<file path="config.mk">
export PLATFORM = sky130hd
export DESIGN_NAME = cmdf_median
export DESIGN_NICKNAME = d
export VERILOG_FILES = /design/src/hdl/cmdf_pkg.sv /design/src/hdl/cmdf_median.sv
export SDC_FILE = /design/constraint.sdc
export NUM_CORES = 1
export LEC_CHECK = 0
export BUFFER_PORTS_ARGS = -buffer_cell sky130_fd_sc_hd__buf_2
export CAP_MARGIN = 20
export CORE_AREA = 5 5 136 99
export CTS_CLUSTER_SIZE = 10
export DETAILED_ROUTE_END_ITERATION = 8
export DIE_AREA = 0 0 141 104
export SLEW_MARGIN = 20
export SYNTH_ARGS = -nofsm -noshare
export SYNTH_HDL_FRONTEND = slang
export SYNTH_SLANG_ARGS = --single-unit
</file>
<file path="constraint.sdc">
create_clock -name i_clk -period 7.6 [get_ports i_clk]
set_input_delay 1.52 -clock i_clk [delete_from_list [all_inputs] [get_ports i_clk]]
set_output_delay 1.52 -clock i_clk [all_outputs]
set_load 0.02 [all_outputs]
</file>
<file path="src/hdl/cmdf_pkg.sv">
`default_nettype none
// ----------------------------------------------------------------------------
// Cross median denoise filter: shared definitions
// Register codes, configuration widths and the control structures that pass
// between the window and median stages.
// ----------------------------------------------------------------------------
package cmdf_pkg;

    localparam int CFG_IDX_W  = 1;
    localparam int CFG_DATA_W = 12;
    localparam int LEN_W      = 11;
    localparam int CNT_W      = 12;

    localparam logic [LEN_W-1:0] LEN_RESET = 11'd1024;
    localparam logic [CNT_W-1:0] CNT_RESET = 12'd1024;
    localparam logic [CNT_W-1:0] CNT_MIN   = 12'd3;

    typedef enum logic [CFG_IDX_W-1:0] {
        CFG_LINE_LENGTH = 1'b0,
        CFG_LINE_COUNT  = 1'b1
    } t_cfg_reg;

    // Where the pixel being filtered lies within the frame.
    typedef struct packed {
        logic fast_first;
        logic fast_last;
        logic slow_first;
        logic slow_last;
    } t_edge;

    // Control that travels with a result through the median stages.
    typedef struct packed {
        logic valid;
        logic last;
    } t_res_ctl;

endpackage
`default_nettype wire

</file>
<file path="src/hdl/cmdf_median.sv">
`default_nettype none
// ----------------------------------------------------------------------------
// Cross median denoise filter: median of five
// Two registered compare stages reduce five operands to three; the median
// of those three is formed for the output register.
// ----------------------------------------------------------------------------
module cmdf_median #(
    parameter int PIXEL_BITS = 8
) (
    input  wire logic                                 i_clk,
    input  wire logic                                 i_rst_n,
    input  wire logic                                 i_adv,
    input  wire cmdf_pkg::t_res_ctl                   i_ctl,
    input  wire logic [4:0][PIXEL_BITS-1:0]           i_opnd,
    output cmdf_pkg::t_res_ctl                        o_ctl,
    output logic      [PIXEL_BITS-1:0]                o_median
);
    import cmdf_pkg::*;

    t_res_ctl              r3_ctl;
    t_res_ctl              r4_ctl;
    logic [PIXEL_BITS-1:0] r3_lo_a, r3_hi_a, r3_lo_b, r3_hi_b, r3_e;
    logic [PIXEL_BITS-1:0] r4_mid_a, r4_mid_b, r4_e;

    always_ff @(posedge i_clk) begin
        if (!i_rst_n) begin
            r3_ctl <= '0;
            r4_ctl <= '0;
        end else if (i_adv) begin
            r3_ctl <= i_ctl;
            r4_ctl <= r3_ctl;
        end
    end

    // Of four samples, the larger of the pair minima and the smaller of the
    // pair maxima are the two middle ones; the fifth decides between them.
    always_ff @(posedge i_clk) begin
        if (i_adv) begin
            r3_lo_a  <= (i_opnd[0] < i_opnd[1]) ? i_opnd[0] : i_opnd[1];
            r3_hi_a  <= (i_opnd[0] < i_opnd[1]) ? i_opnd[1] : i_opnd[0];
            r3_lo_b  <= (i_opnd[2] < i_opnd[3]) ? i_opnd[2] : i_opnd[3];
            r3_hi_b  <= (i_opnd[2] < i_opnd[3]) ? i_opnd[3] : i_opnd[2];
            r3_e     <= i_opnd[4];
            r4_mid_a <= (r3_lo_a > r3_lo_b) ? r3_lo_a : r3_lo_b;
            r4_mid_b <= (r3_hi_a < r3_hi_b) ? r3_hi_a : r3_hi_b;
            r4_e     <= r3_e;
        end
    end

    logic [PIXEL_BITS-1:0] mid_lo, mid_hi, hi_cap;

    assign mid_lo   = (r4_mid_a < r4_mid_b) ? r4_mid_a : r4_mid_b;
    assign mid_hi   = (r4_mid_a < r4_mid_b) ? r4_mid_b : r4_mid_a;
    assign hi_cap   = (mid_hi < r4_e) ? mid_hi : r4_e;
    assign o_median = (mid_lo > hi_cap) ? mid_lo : hi_cap;
    assign o_ctl    = r4_ctl;

endmodule
`default_nettype wire

</file>
* Word level (Yosys, flattened, before mapping)
Index checks and enable logic that the tools add are counted.
Storage, ports and cells: flip-flop bits (word level) 68, bits of input ports 45, word-level logic and storage cells 29
Cells by class: magnitude comparators 7, multiplexer cells 10
Operators with widths (number):
- $mux 8 | 10
- $lt 8x8->1 | 5
- $gt 8x8->1 | 2

* Logic depth before layout (Yosys ltp)
Gate-level depths: netlist of the first run.
depth after elaboration 6, gate-level depth with buffers 23

* Least setup slack after synthesis of the first run
No wires, ideal clock.
path type flip-flop to output port, start point register r4_mid_a[6], end point output o_median[1], arrival 4.944 ns, setup slack 1.136 ns, cell stages (with the launch flop) 23, cells stage by stage edfxtp_1 -> ha_1 -> a21o_1 -> a211oi_1 -> o21ai_2 -> and2_4 -> buf_6 -> o21ai_1 -> ha_1 -> and2_1 -> and3_1 -> a2111oi_0 -> o211ai_1 -> nand2_2 -> mux2i_1 -> ha_1 -> nand3_1 -> a21oi_1 -> o41ai_4 -> o21ba_1 -> clkbuf_2 -> a22oi_4 -> o221a_2
Between the ends: word-level cells in the longest chain between the ends 6
RTL lines:
- start: declaration | line cmdf_median.sv:23 | logic [PIXEL_BITS-1:0] r4_mid_a, r4_mid_b, r4_e;
- start signal: assignment | line cmdf_median.sv:44 | r4_mid_a <= (r3_lo_a > r3_lo_b) ? r3_lo_a : r3_lo_b;
- $lt 8x8->1 | line cmdf_median.sv:52, cmdf_median.sv:53
- $mux 8 | line cmdf_median.sv:53 | assign mid_hi = (r4_mid_a < r4_mid_b) ? r4_mid_b : r4_mid_a;
- $lt 8x8->1 | line cmdf_median.sv:54 | assign hi_cap = (mid_hi < r4_e) ? mid_hi : r4_e;
- $mux 8 | line cmdf_median.sv:54
- $gt 8x8->1 | line cmdf_median.sv:55 | assign o_median = (mid_lo > hi_cap) ? mid_lo : hi_cap;
- $mux 8 * | line cmdf_median.sv:55
- end: declaration | line cmdf_median.sv:16 | output logic [PIXEL_BITS-1:0] o_median
Every way passes the cells marked *; elsewhere a longest branch is shown, timed or not.

* Worst setup path after layout of the first run
start point register r4_mid_b[6], end point output o_median[7]
Between the ends: word-level cells in the longest chain between the ends 6
RTL lines:
- start: declaration | line cmdf_median.sv:23
- start signal: assignment | line cmdf_median.sv:45 | r4_mid_b <= (r3_hi_a < r3_hi_b) ? r3_hi_a : r3_hi_b;
- $lt 8x8->1 | line cmdf_median.sv:52, cmdf_median.sv:53
- $mux 8 | line cmdf_median.sv:53
- $lt 8x8->1 | line cmdf_median.sv:54
- $mux 8 | line cmdf_median.sv:54
- $gt 8x8->1 | line cmdf_median.sv:55
- $mux 8 * | line cmdf_median.sv:55
Marks and branches as above.

==> tab_implementation.tex, run 1 <==
\begin{tabular}{lr}
\hline
Metric & Value \\
\hline
\multicolumn{2}{l}{\textbf{Logic synthesis}} \\
\quad Gate count after technology mapping & 422 \\
\quad Synthesized flop and latch total & 68 \\
\quad Post-synth top area share & 41.0\% \\
\quad Main flop type after synthesis & edfxtp\_1 \\
\quad Area of the mapped netlist & 4680 sq um \\
\quad Leading post-synthesis cells by cell area & edfxtp\_1, ha\_1, mux2\_2, inv\_1, mux2\_1 \\
\quad Syn\_area\_per\_cell & 11.1 sq um \\
\quad Count of flip-flops with a built-in enable after synthesis & 64 \\
\quad Synth unique cells & 52 \\
\quad Sequential area share after synthesis & 42.7\% \\
\quad YS warnings & 0 \\
\quad Library cell occupying the most area in the post-synthesis netlist & edfxtp\_1 \\
\quad Async set-reset flop share out of synthesis & 0\% \\
\quad Synth Net Count & 518 \\
\multicolumn{2}{l}{\textbf{Critical path}} \\
\quad Worst endpoint required time & 6.08 ns \\
\quad Worst reg2reg endpoint & r4\_mid\_b[0] \\
\quad Reg2reg setup slack & 5.24 ns \\
\quad Category of the worst setup path capture point & output pin \\
\quad Crit path DAT & 5.81 ns \\
\quad Critical Path Start Type & register \\
\quad Maximum fanout along the worst path & 30 \\
\quad R2R cell count & 5 \\
\quad Worst R2R Start & r3\_hi\_a[6] \\
\quad Worst setup path class & register to output pin \\
\multicolumn{2}{l}{\textbf{Die}} \\
\quad Initial core utilization & 38.8\% \\
\quad Die width & 141 um \\
\quad Site Rows & 34 \\
\quad Placeable core area & 12100 sq um \\
\quad Count of boundary I/O pins & 55 \\
\quad Height of the die & 104 um \\
\quad Die ar. & 14700 sq um \\
\multicolumn{2}{l}{\textbf{Power}} \\
\quad Net Sw Frac & 39.8\% \\
\quad Power density over the cells & 372 nW/um\^{}2 \\
\quad Internal & 1230 uW \\
\quad Portion of total power attributed to combinational logic & 51.7\% \\
\quad Leak Pwr & 0.00243 uW \\
\quad Sequential fraction of design power & 24.8\% \\
\quad Reported net switching power & 812 uW \\
\quad Clock power frac & 23.4\% \\
\quad Max IR drop VDD & 0.000246 V \\
\multicolumn{2}{l}{\textbf{Placed design}} \\
\quad Port Buffer Count & 54 \\
\quad HPWL after DPL & 8510 um \\
\quad Final estimated routing congestion in global placement & 0.898 \\
\quad \# placed instances & 629 \\
\multicolumn{2}{l}{\textbf{Hold path}} \\
\quad Hold worst-path end & r4\_e[2] \\
\quad Path category of the worst min-delay check & register to register \\
\quad Cell count of the worst hold path & 0 \\
\quad Min-Delay Startpoint & r3\_e[2] \\
\multicolumn{2}{l}{\textbf{Global route}} \\
\quad Number of antenna violations at the first check in global routing & 0 \\
\quad Largest net degree at the start of global routing & 69 \\
\quad GRT Util Overall & 14.7\% \\
\quad First-pass GRT wire length & 17100 um \\
\quad Congestion Overflow GR & 0 \\
\quad Vias in the first global route & 3374 \\
\multicolumn{2}{l}{\textbf{STA}} \\
\quad Setup repair after global routing missed its margin & false \\
\quad Final period utilization & 96.5\% \\
\quad Max-slew violation total from the final report & 0 \\
\quad Max Freq & 136 MHz \\
\quad Setup tns final & 0 ns \\
\quad Final count of hold timing violations & 0 \\
\quad Relative slew slack & 41.9\% \\
\quad Post-Route Skew & 0.00678 ns \\
\quad Final Critical Period & 7.33 ns \\
\quad Number of setup violations in the final report & 0 \\
\quad Slew at the pin closest to its max-slew limit & 0.869 ns \\
\multicolumn{2}{l}{\textbf{Flow run}} \\
\quad Max-cap check violation count & 0 \\
\multicolumn{2}{l}{\textbf{CTS}} \\
\quad Maximum count of clock buffers along a single path & 2 \\
\quad Clock transition at the registers of the reported paths & 0.05 ns \\
\quad Root buf cell & clkbuf\_16 \\
\quad CTS buffer count & 9 \\
\quad Level count of the clock H-tree & 3 \\
\quad Sinks on the clock net & 68 \\
\quad Clock insertion delay at the later pin of the skew report & 0.32 ns \\
\quad CTS Hold Bufs & 0 \\
\quad TritonCTS clock tree & yes \\
\multicolumn{2}{l}{\textbf{Finish}} \\
\quad Multi-input combinational cell area & 2360 sq um \\
\quad Final cell count without fillers & 647 \\
\quad Commonest non-fill, non-tap cells in the layout & inv\_1, edfxtp\_1, buf\_2 \\
\quad Filler cells & 1134 \\
\quad Area taken by flip-flops and latches & 2000 sq um \\
\quad Area growth from synthesis to layout & 17.1\% \\
\quad Antenna diode instance count & 0 \\
\quad Most common library cell in the layout ignoring fill and taps & inv\_1 \\
\quad Layout cell share with drive strength beyond 1 & 26.0\% \\
\quad Fin util & 45.4\% \\
\quad \# nets final & 576 \\
\multicolumn{2}{l}{\textbf{Route}} \\
\quad Via density per instance & 5.33 \\
\quad Routed WL per cell & 16.4 um \\
\quad Total routed wirelength & 10600 um \\
\quad Pre-antenna DRT Iters & 5 \\
\quad Starting DRC count in detailed routing & 222 \\
\quad Drc violations & 0 \\
\quad Total vias in the final route & 3450 \\
\quad Number of nets with antenna violations after routing & 0 \\
\multicolumn{2}{l}{\textbf{Run status}} \\
\quad Result of the run & complete, no violations \\
\hline
\end{tabular}
==> power by group through the flow <==
stage / Clock [uW] / Sequential (uW) / Combinational, uW
after detailed placement: 0 / 513 / 1020
final: 479 / 507 / 1060
after global placement: 0 / 514 / 1010
after CTS: 489 / 506 / 1040
after global routing: 509 / 511 / 1160
after floorplan: 0 / 493 / 786
==> cell usage after synthesis, drive strengths merged, types with 2 or more instances <==
| cell | instances |
|---|---|
| o21a | 5 |
| edfxtp | 64 |
| and3 | 2 |
| nor2 | 10 |
| buf | 7 |
| o221a | 7 |
| nor3 | 3 |
| o32ai | 9 |
| nor2b | 7 |
| inv | 71 |
| nand2 | 24 |
| nand4 | 3 |
| mux2i | 13 |
| mux2 | 40 |
| nand3 | 10 |
| ha | 51 |
| o21ai | 25 |
| clkbuf | 5 |
| dfxtp | 4 |
| a32oi | 7 |
| a211oi | 5 |
| a21o | 6 |
| o211ai | 5 |
| a21oi | 17 |
| and2 | 2 |
| a2111oi | 3 |
| nand2b | 7 |
==> per-stage QoR <==
stage,total power (uW),hold slack (ns),area (sq um),worst slack [ns]
3_5_place_dp,1530,0.405,5100,0.0727
3_3_place_gp,1520,0.401,5100,0.325
5_1_grt,2180,0.436,5490,0.0406
4_1_cts,2040,0.424,5470,0.0821
2_1_floorplan,1280,0.400,4680,1.14
6_report,2040,0.421,5490,0.269
==> worst max-delay path, stage by stage (launching register included) <==
cell and delay, ns:
edfxtp_1 0.46, inv_1 0.12, ha_1 0.25, a21o_1 0.22
a211oi_2 0.28, o21ai_2 0.10, and2_4 0.25, o21ai_2 0.22
ha_1 0.27, a211oi_1 0.26, o21ai_1 0.20, a2111oi_1 0.34
o211ai_1 0.22, nand2_2 0.24, mux2i_1 0.24, ha_1 0.26
nand3_1 0.12, a21oi_1 0.08, o41ai_4 0.42, buf_4 0.21
a211oi_4 0.06, a32oi_1 0.26, o221a_2 0.23, buf_2 0.16
==> cells by family after synthesis <==
family | count (synthesis) | synth area share, %
compound gates | 98 | 16.5
buf+inv | 83 | 7.34
simple gates | 69 | 7.45
flops | 68 | 42.7
mux | 53 | 12.4
fa+ha+maj | 51 | 13.6
==> worst max-delay path by stage <==
stage / from / end
6_report: r4_mid_b[6] / o_median[7]
5_1_grt: r4_mid_b[6] / o_median[6]
4_1_cts: r4_mid_b[6] / o_median[1]
3_5_place_dp: r4_mid_b[6] / o_median[1]
3_3_place_gp: r4_mid_b[6] / o_median[6]
2_1_floorplan: r4_mid_a[6] / o_median[1]
==> final cells by class <==
class	count	share of cell area [%]
Inverter	71	4.86
Tap cell	162	3.70
Timing Repair Buffer	59	5.61
Sequential cell	68	36.5
Clock buffer	10	4.36
Multi-Input combinational cell	271	43.0
Clock inverter	6	2.03
==> layer usage <==
| layer | part of all wire, % | GRT usage (%) |
|---|---|---|
| met5 | 0 | 0 |
| met4 | 1.8 | 5.67 |
| met3 | 5.8 | 2.11 |
| met2 | 43 | 21.7 |
| met1 | 49 | 21.8 |
==> flip-flops by register name, indices dropped and copies added (netlist names) <==
| signal | cells |
|---|---|
| r3_hi_a | 8 |
| r4_mid_a | 8 |
| r3_hi_b | 8 |
| r4_e | 8 |
| o_ctl | 2 |
| r3_lo_a | 8 |
| r3_ctl | 2 |
| r3_e | 8 |
| r4_mid_b | 8 |
| r3_lo_b | 8 |
==> repair_timing <==
item	CTS	global route
pin swaps	2	2
endpoints found under the setup margin	7	7
hold endpoints to repair	0	0
setup buffers	2	0
gates resized for setup	2	5
No activity file was read; power rests on OpenSTA's default activity.
==> inputs of run 2 (changes only) <==
--- a/config.mk
+++ b/config.mk
@@ -7,10 +7,10 @@
 export LEC_CHECK = 0
 export BUFFER_PORTS_ARGS = -buffer_cell sky130_fd_sc_hd__buf_2
 export CAP_MARGIN = 20
-export CORE_AREA = 5 5 136 99
+export CORE_AREA = 5 5 149 108
 export CTS_CLUSTER_SIZE = 10
 export DETAILED_ROUTE_END_ITERATION = 8
-export DIE_AREA = 0 0 141 104
+export DIE_AREA = 0 0 154 113
 export SLEW_MARGIN = 20
 export SYNTH_ARGS = -nofsm -noshare
 export SYNTH_HDL_FRONTEND = slang
==> tab_implementation.tex, run 2 (synthesis gave the netlist of run 1 again) <==
\begin{tabular}{lr}
\hline
Metric & Value \\
\hline
\multicolumn{2}{l}{\textbf{Run status}} \\
\quad Result of the run & complete, no violations (unchanged) \\
\multicolumn{2}{l}{\textbf{Placed design}} \\
\quad Placed cell area & 5140 sq um (was 5100 sq um) \\
\quad Port Buffer Count & 54 (unchanged) \\
\quad Pre-CTS setup slack & 0.217 ns (was 0.0727 ns) \\
\quad Final estimated routing congestion in global placement & 0.884 (was 0.898) \\
\quad HPWL after DPL & 8760 um (was 8510 um) \\
\quad \# placed instances & 662 (was 629) \\
\multicolumn{2}{l}{\textbf{Global route}} \\
\quad First-pass GRT wire length & 17800 um (was 17100 um) \\
\quad Vias in the first global route & 3487 (was 3374) \\
\quad Number of antenna violations at the first check in global routing & 0 (unchanged) \\
\quad Congestion Overflow GR & 0 (unchanged) \\
\quad GRT Util Overall & 12.9\% (was 14.7\%) \\
\quad Largest net degree at the start of global routing & 69 (unchanged) \\
\multicolumn{2}{l}{\textbf{Route}} \\
\quad Metal3 WL & 558 um (was 612 um) \\
\quad Via density per instance & 4.98 (was 5.33) \\
\quad Drc violations & 0 (unchanged) \\
\quad Number of nets with antenna violations after routing & 0 (unchanged) \\
\quad Total routed wirelength & 10900 um (was 10600 um) \\
\quad Total vias in the final route & 3396 (was 3450) \\
\quad Routed WL per cell & 15.9 um (was 16.4 um) \\
\quad Starting DRC count in detailed routing & 270 (was 222) \\
\quad DR top layer & met4 (unchanged) \\
\quad Pre-antenna DRT Iters & 5 (unchanged) \\
\quad Sum of routed wire segments on met1 & 5350 um (was 5250 um) \\
\quad WL met2 & 4870 um (was 4560 um) \\
\multicolumn{2}{l}{\textbf{Finish}} \\
\quad Antenna diode instance count & 0 (unchanged) \\
\quad Area growth from synthesis to layout & 17.6\% (was 17.1\%) \\
\quad Post-route cell area & 5510 sq um (was 5490 sq um) \\
\quad Final cell count without fillers & 682 (was 647) \\
\quad Commonest non-fill, non-tap cells in the layout & inv\_1, edfxtp\_1, buf\_2 (unchanged) \\
\quad Most common library cell in the layout ignoring fill and taps & inv\_1 (unchanged) \\
\quad Layout cell share with drive strength beyond 1 & 26.1\% (was 26.0\%) \\
\quad \# nets final & 579 (was 576) \\
\multicolumn{2}{l}{\textbf{Critical path}} \\
\quad Worst setup path class & register to output pin (unchanged) \\
\quad Maximum fanout along the worst path & 30 (unchanged) \\
\quad R2R cell count & 5 (unchanged) \\
\quad Crit path DAT & 5.72 ns (was 5.81 ns) \\
\quad Worst reg2reg endpoint & r4\_mid\_b[2] (was r4\_mid\_b[0]) \\
\quad Category of the worst setup path capture point & output pin (unchanged) \\
\quad Reg2reg setup slack & 5.26 ns (was 5.24 ns) \\
\quad Worst R2R Start & r3\_hi\_a[7] (was r3\_hi\_a[6]) \\
\quad Critical Path Start Type & register (unchanged) \\
\quad Worst endpoint required time & 6.08 ns (about the same) \\
\multicolumn{2}{l}{\textbf{Hold path}} \\
\quad Min-Delay Startpoint & r3\_e[4] (was r3\_e[2]) \\
\quad Hold worst-path end & r4\_e[4] (was r4\_e[2]) \\
\quad Cell count of the worst hold path & 0 (unchanged) \\
\quad Path category of the worst min-delay check & register to register (unchanged) \\
\multicolumn{2}{l}{\textbf{Die}} \\
\quad Die width & 154 um (was 141 um) \\
\quad Placeable core area & 14400 sq um (was 12100 sq um) \\
\quad Die ar. & 17400 sq um (was 14700 sq um) \\
\quad Height of the die & 113 um (was 104 um) \\
\quad Site Rows & 37 (was 34) \\
\quad Count of boundary I/O pins & 55 (unchanged) \\
\quad Initial core utilization & 32.4\% (was 38.8\%) \\
\multicolumn{2}{l}{\textbf{CTS}} \\
\quad Maximum count of clock buffers along a single path & 2 (unchanged) \\
\quad CTS buffer count & 9 (unchanged) \\
\quad Clock insertion delay at the later pin of the skew report & 0.33 ns (was 0.32 ns) \\
\quad Clock transition at the registers of the reported paths & 0.05 ns (about the same) \\
\quad Root buf cell & clkbuf\_16 (unchanged) \\
\quad Sinks on the clock net & 68 (unchanged) \\
\quad Level count of the clock H-tree & 3 (unchanged) \\
\quad TritonCTS clock tree & yes (unchanged) \\
\multicolumn{2}{l}{\textbf{STA}} \\
\quad Max-slew violation total from the final report & 0 (unchanged) \\
\quad Max Freq & 138 MHz (was 136 MHz) \\
\quad Post-Route Skew & 0.00613 ns (was 0.00678 ns) \\
\quad Relative slew slack & 41.5\% (was 41.9\%) \\
\quad Final period utilization & 95.3\% (was 96.5\%) \\
\quad Post-layout worst setup margin & 0.357 ns (was 0.269 ns) \\
\quad Setup tns final & 0 ns (unchanged) \\
\quad Slew at the pin closest to its max-slew limit & 0.875 ns (was 0.869 ns) \\
\quad Setup repair after global routing missed its margin & false (unchanged) \\
\quad Final worst hold slack & 0.417 ns (was 0.421 ns) \\
\quad Final Critical Period & 7.24 ns (was 7.33 ns) \\
\quad Final count of hold timing violations & 0 (unchanged) \\
\quad Number of setup violations in the final report & 0 (unchanged) \\
\multicolumn{2}{l}{\textbf{Power}} \\
\quad Leak Pwr & 0.00242 uW (was 0.00243 uW) \\
\quad Max IR drop VDD & 0.000151 V (was 0.000246 V) \\
\quad Power density over the cells & 366 nW/um\^{}2 (was 372 nW/um\^{}2) \\
\multicolumn{2}{l}{\textbf{Flow run}} \\
\quad Max-cap check violation count & 0 (unchanged) \\
\hline
\end{tabular}
-- run 2: cell count changes in the layout (fill, tap and decap cells not counted), sizes merged --
cell | before | now
bufinv | 3 | 2
buf | 59 | 62
clkinv | 2 | 3
clkbuf | 10 | 9
-- run 2: metrics by stage --
stage / util, % / total power (uW)
finish: 38.1 / 2020
global route: 38.1 / 2150
CTS: 37.9 / 2000
detailed placement: 35.6 / 1540
global placement: 35.6 / 1520
floorplan: - / 1280
-- run 2: timing repair --
item | CTS | global route
endpoints found under the setup margin | 7 | 8
hold endpoints to repair | 0 | 0
pin swaps | 1 | 2
setup buffers | 2 | 3
hold buffers | 0 | 0
gates resized for setup | 1 | 5
-- run 2: cell type report --
| type | count | area (sq um) |
|---|---|---|
| Fill cell | 1440 | 8930 |
| Multi-Input combinational cell | 271 | 2350 |
| Sequential cell | 68 | 2000 |
| Timing Repair Buffer | 62 | 330 |
| Inverter | 71 | 267 |
| Tap cell | 195 | 244 |
| Clock buffer | 9 | 225 |
| Clock inverter | 6 | 90.1 |
-- run 2: worst max path at each step --
stage,endpoint,depth (start not counted),from
final,o_median[4],23,r4_mid_b[6]
after global routing,o_median[3],22,r4_mid_a[6]
after CTS,o_median[7],21,r4_mid_a[6]
after detailed placement,o_median[7],21,r4_mid_a[6]
after global placement,o_median[7],22,r4_mid_b[6]
after floorplan,o_median[1],22,r4_mid_a[6]
-- run 2: report_power, final --
group          leakage [uW]  total, uW  internal [uW]  switching (uW)
registers          0.000660        504            467            36.7
clock network      0.000151        437            285             152
logic               0.00161       1070            450             625
-- run 2: layer usage --
layer / GRT usage, % / vias to the layer above
li1: - / 1681
met1: 18.5 / 1620
met2: 20.0 / 89
met3: 3.02 / 6
met4: 2.47 / 0
met5: 0 / -
-- run 2: worst max-delay path: stages, from the launching register on --
cell and delay, ns:
edfxtp_1 0.43, inv_1 0.10, ha_1 0.25, a21o_1 0.23, a211oi_2 0.29, o21ai_2 0.09, and2_4 0.25, o21ai_2 0.19
ha_1 0.31, and2_1 0.20, and3_1 0.18, a2111oi_1 0.33, o211ai_1 0.22, nand2_2 0.18, buf_4 0.14, mux2i_1 0.22
ha_1 0.29, inv_1 0.07, o22ai_1 0.10, o41ai_4 0.41, nor2_1 0.18, a22oi_4 0.30, o221a_2 0.24, buf_2 0.16
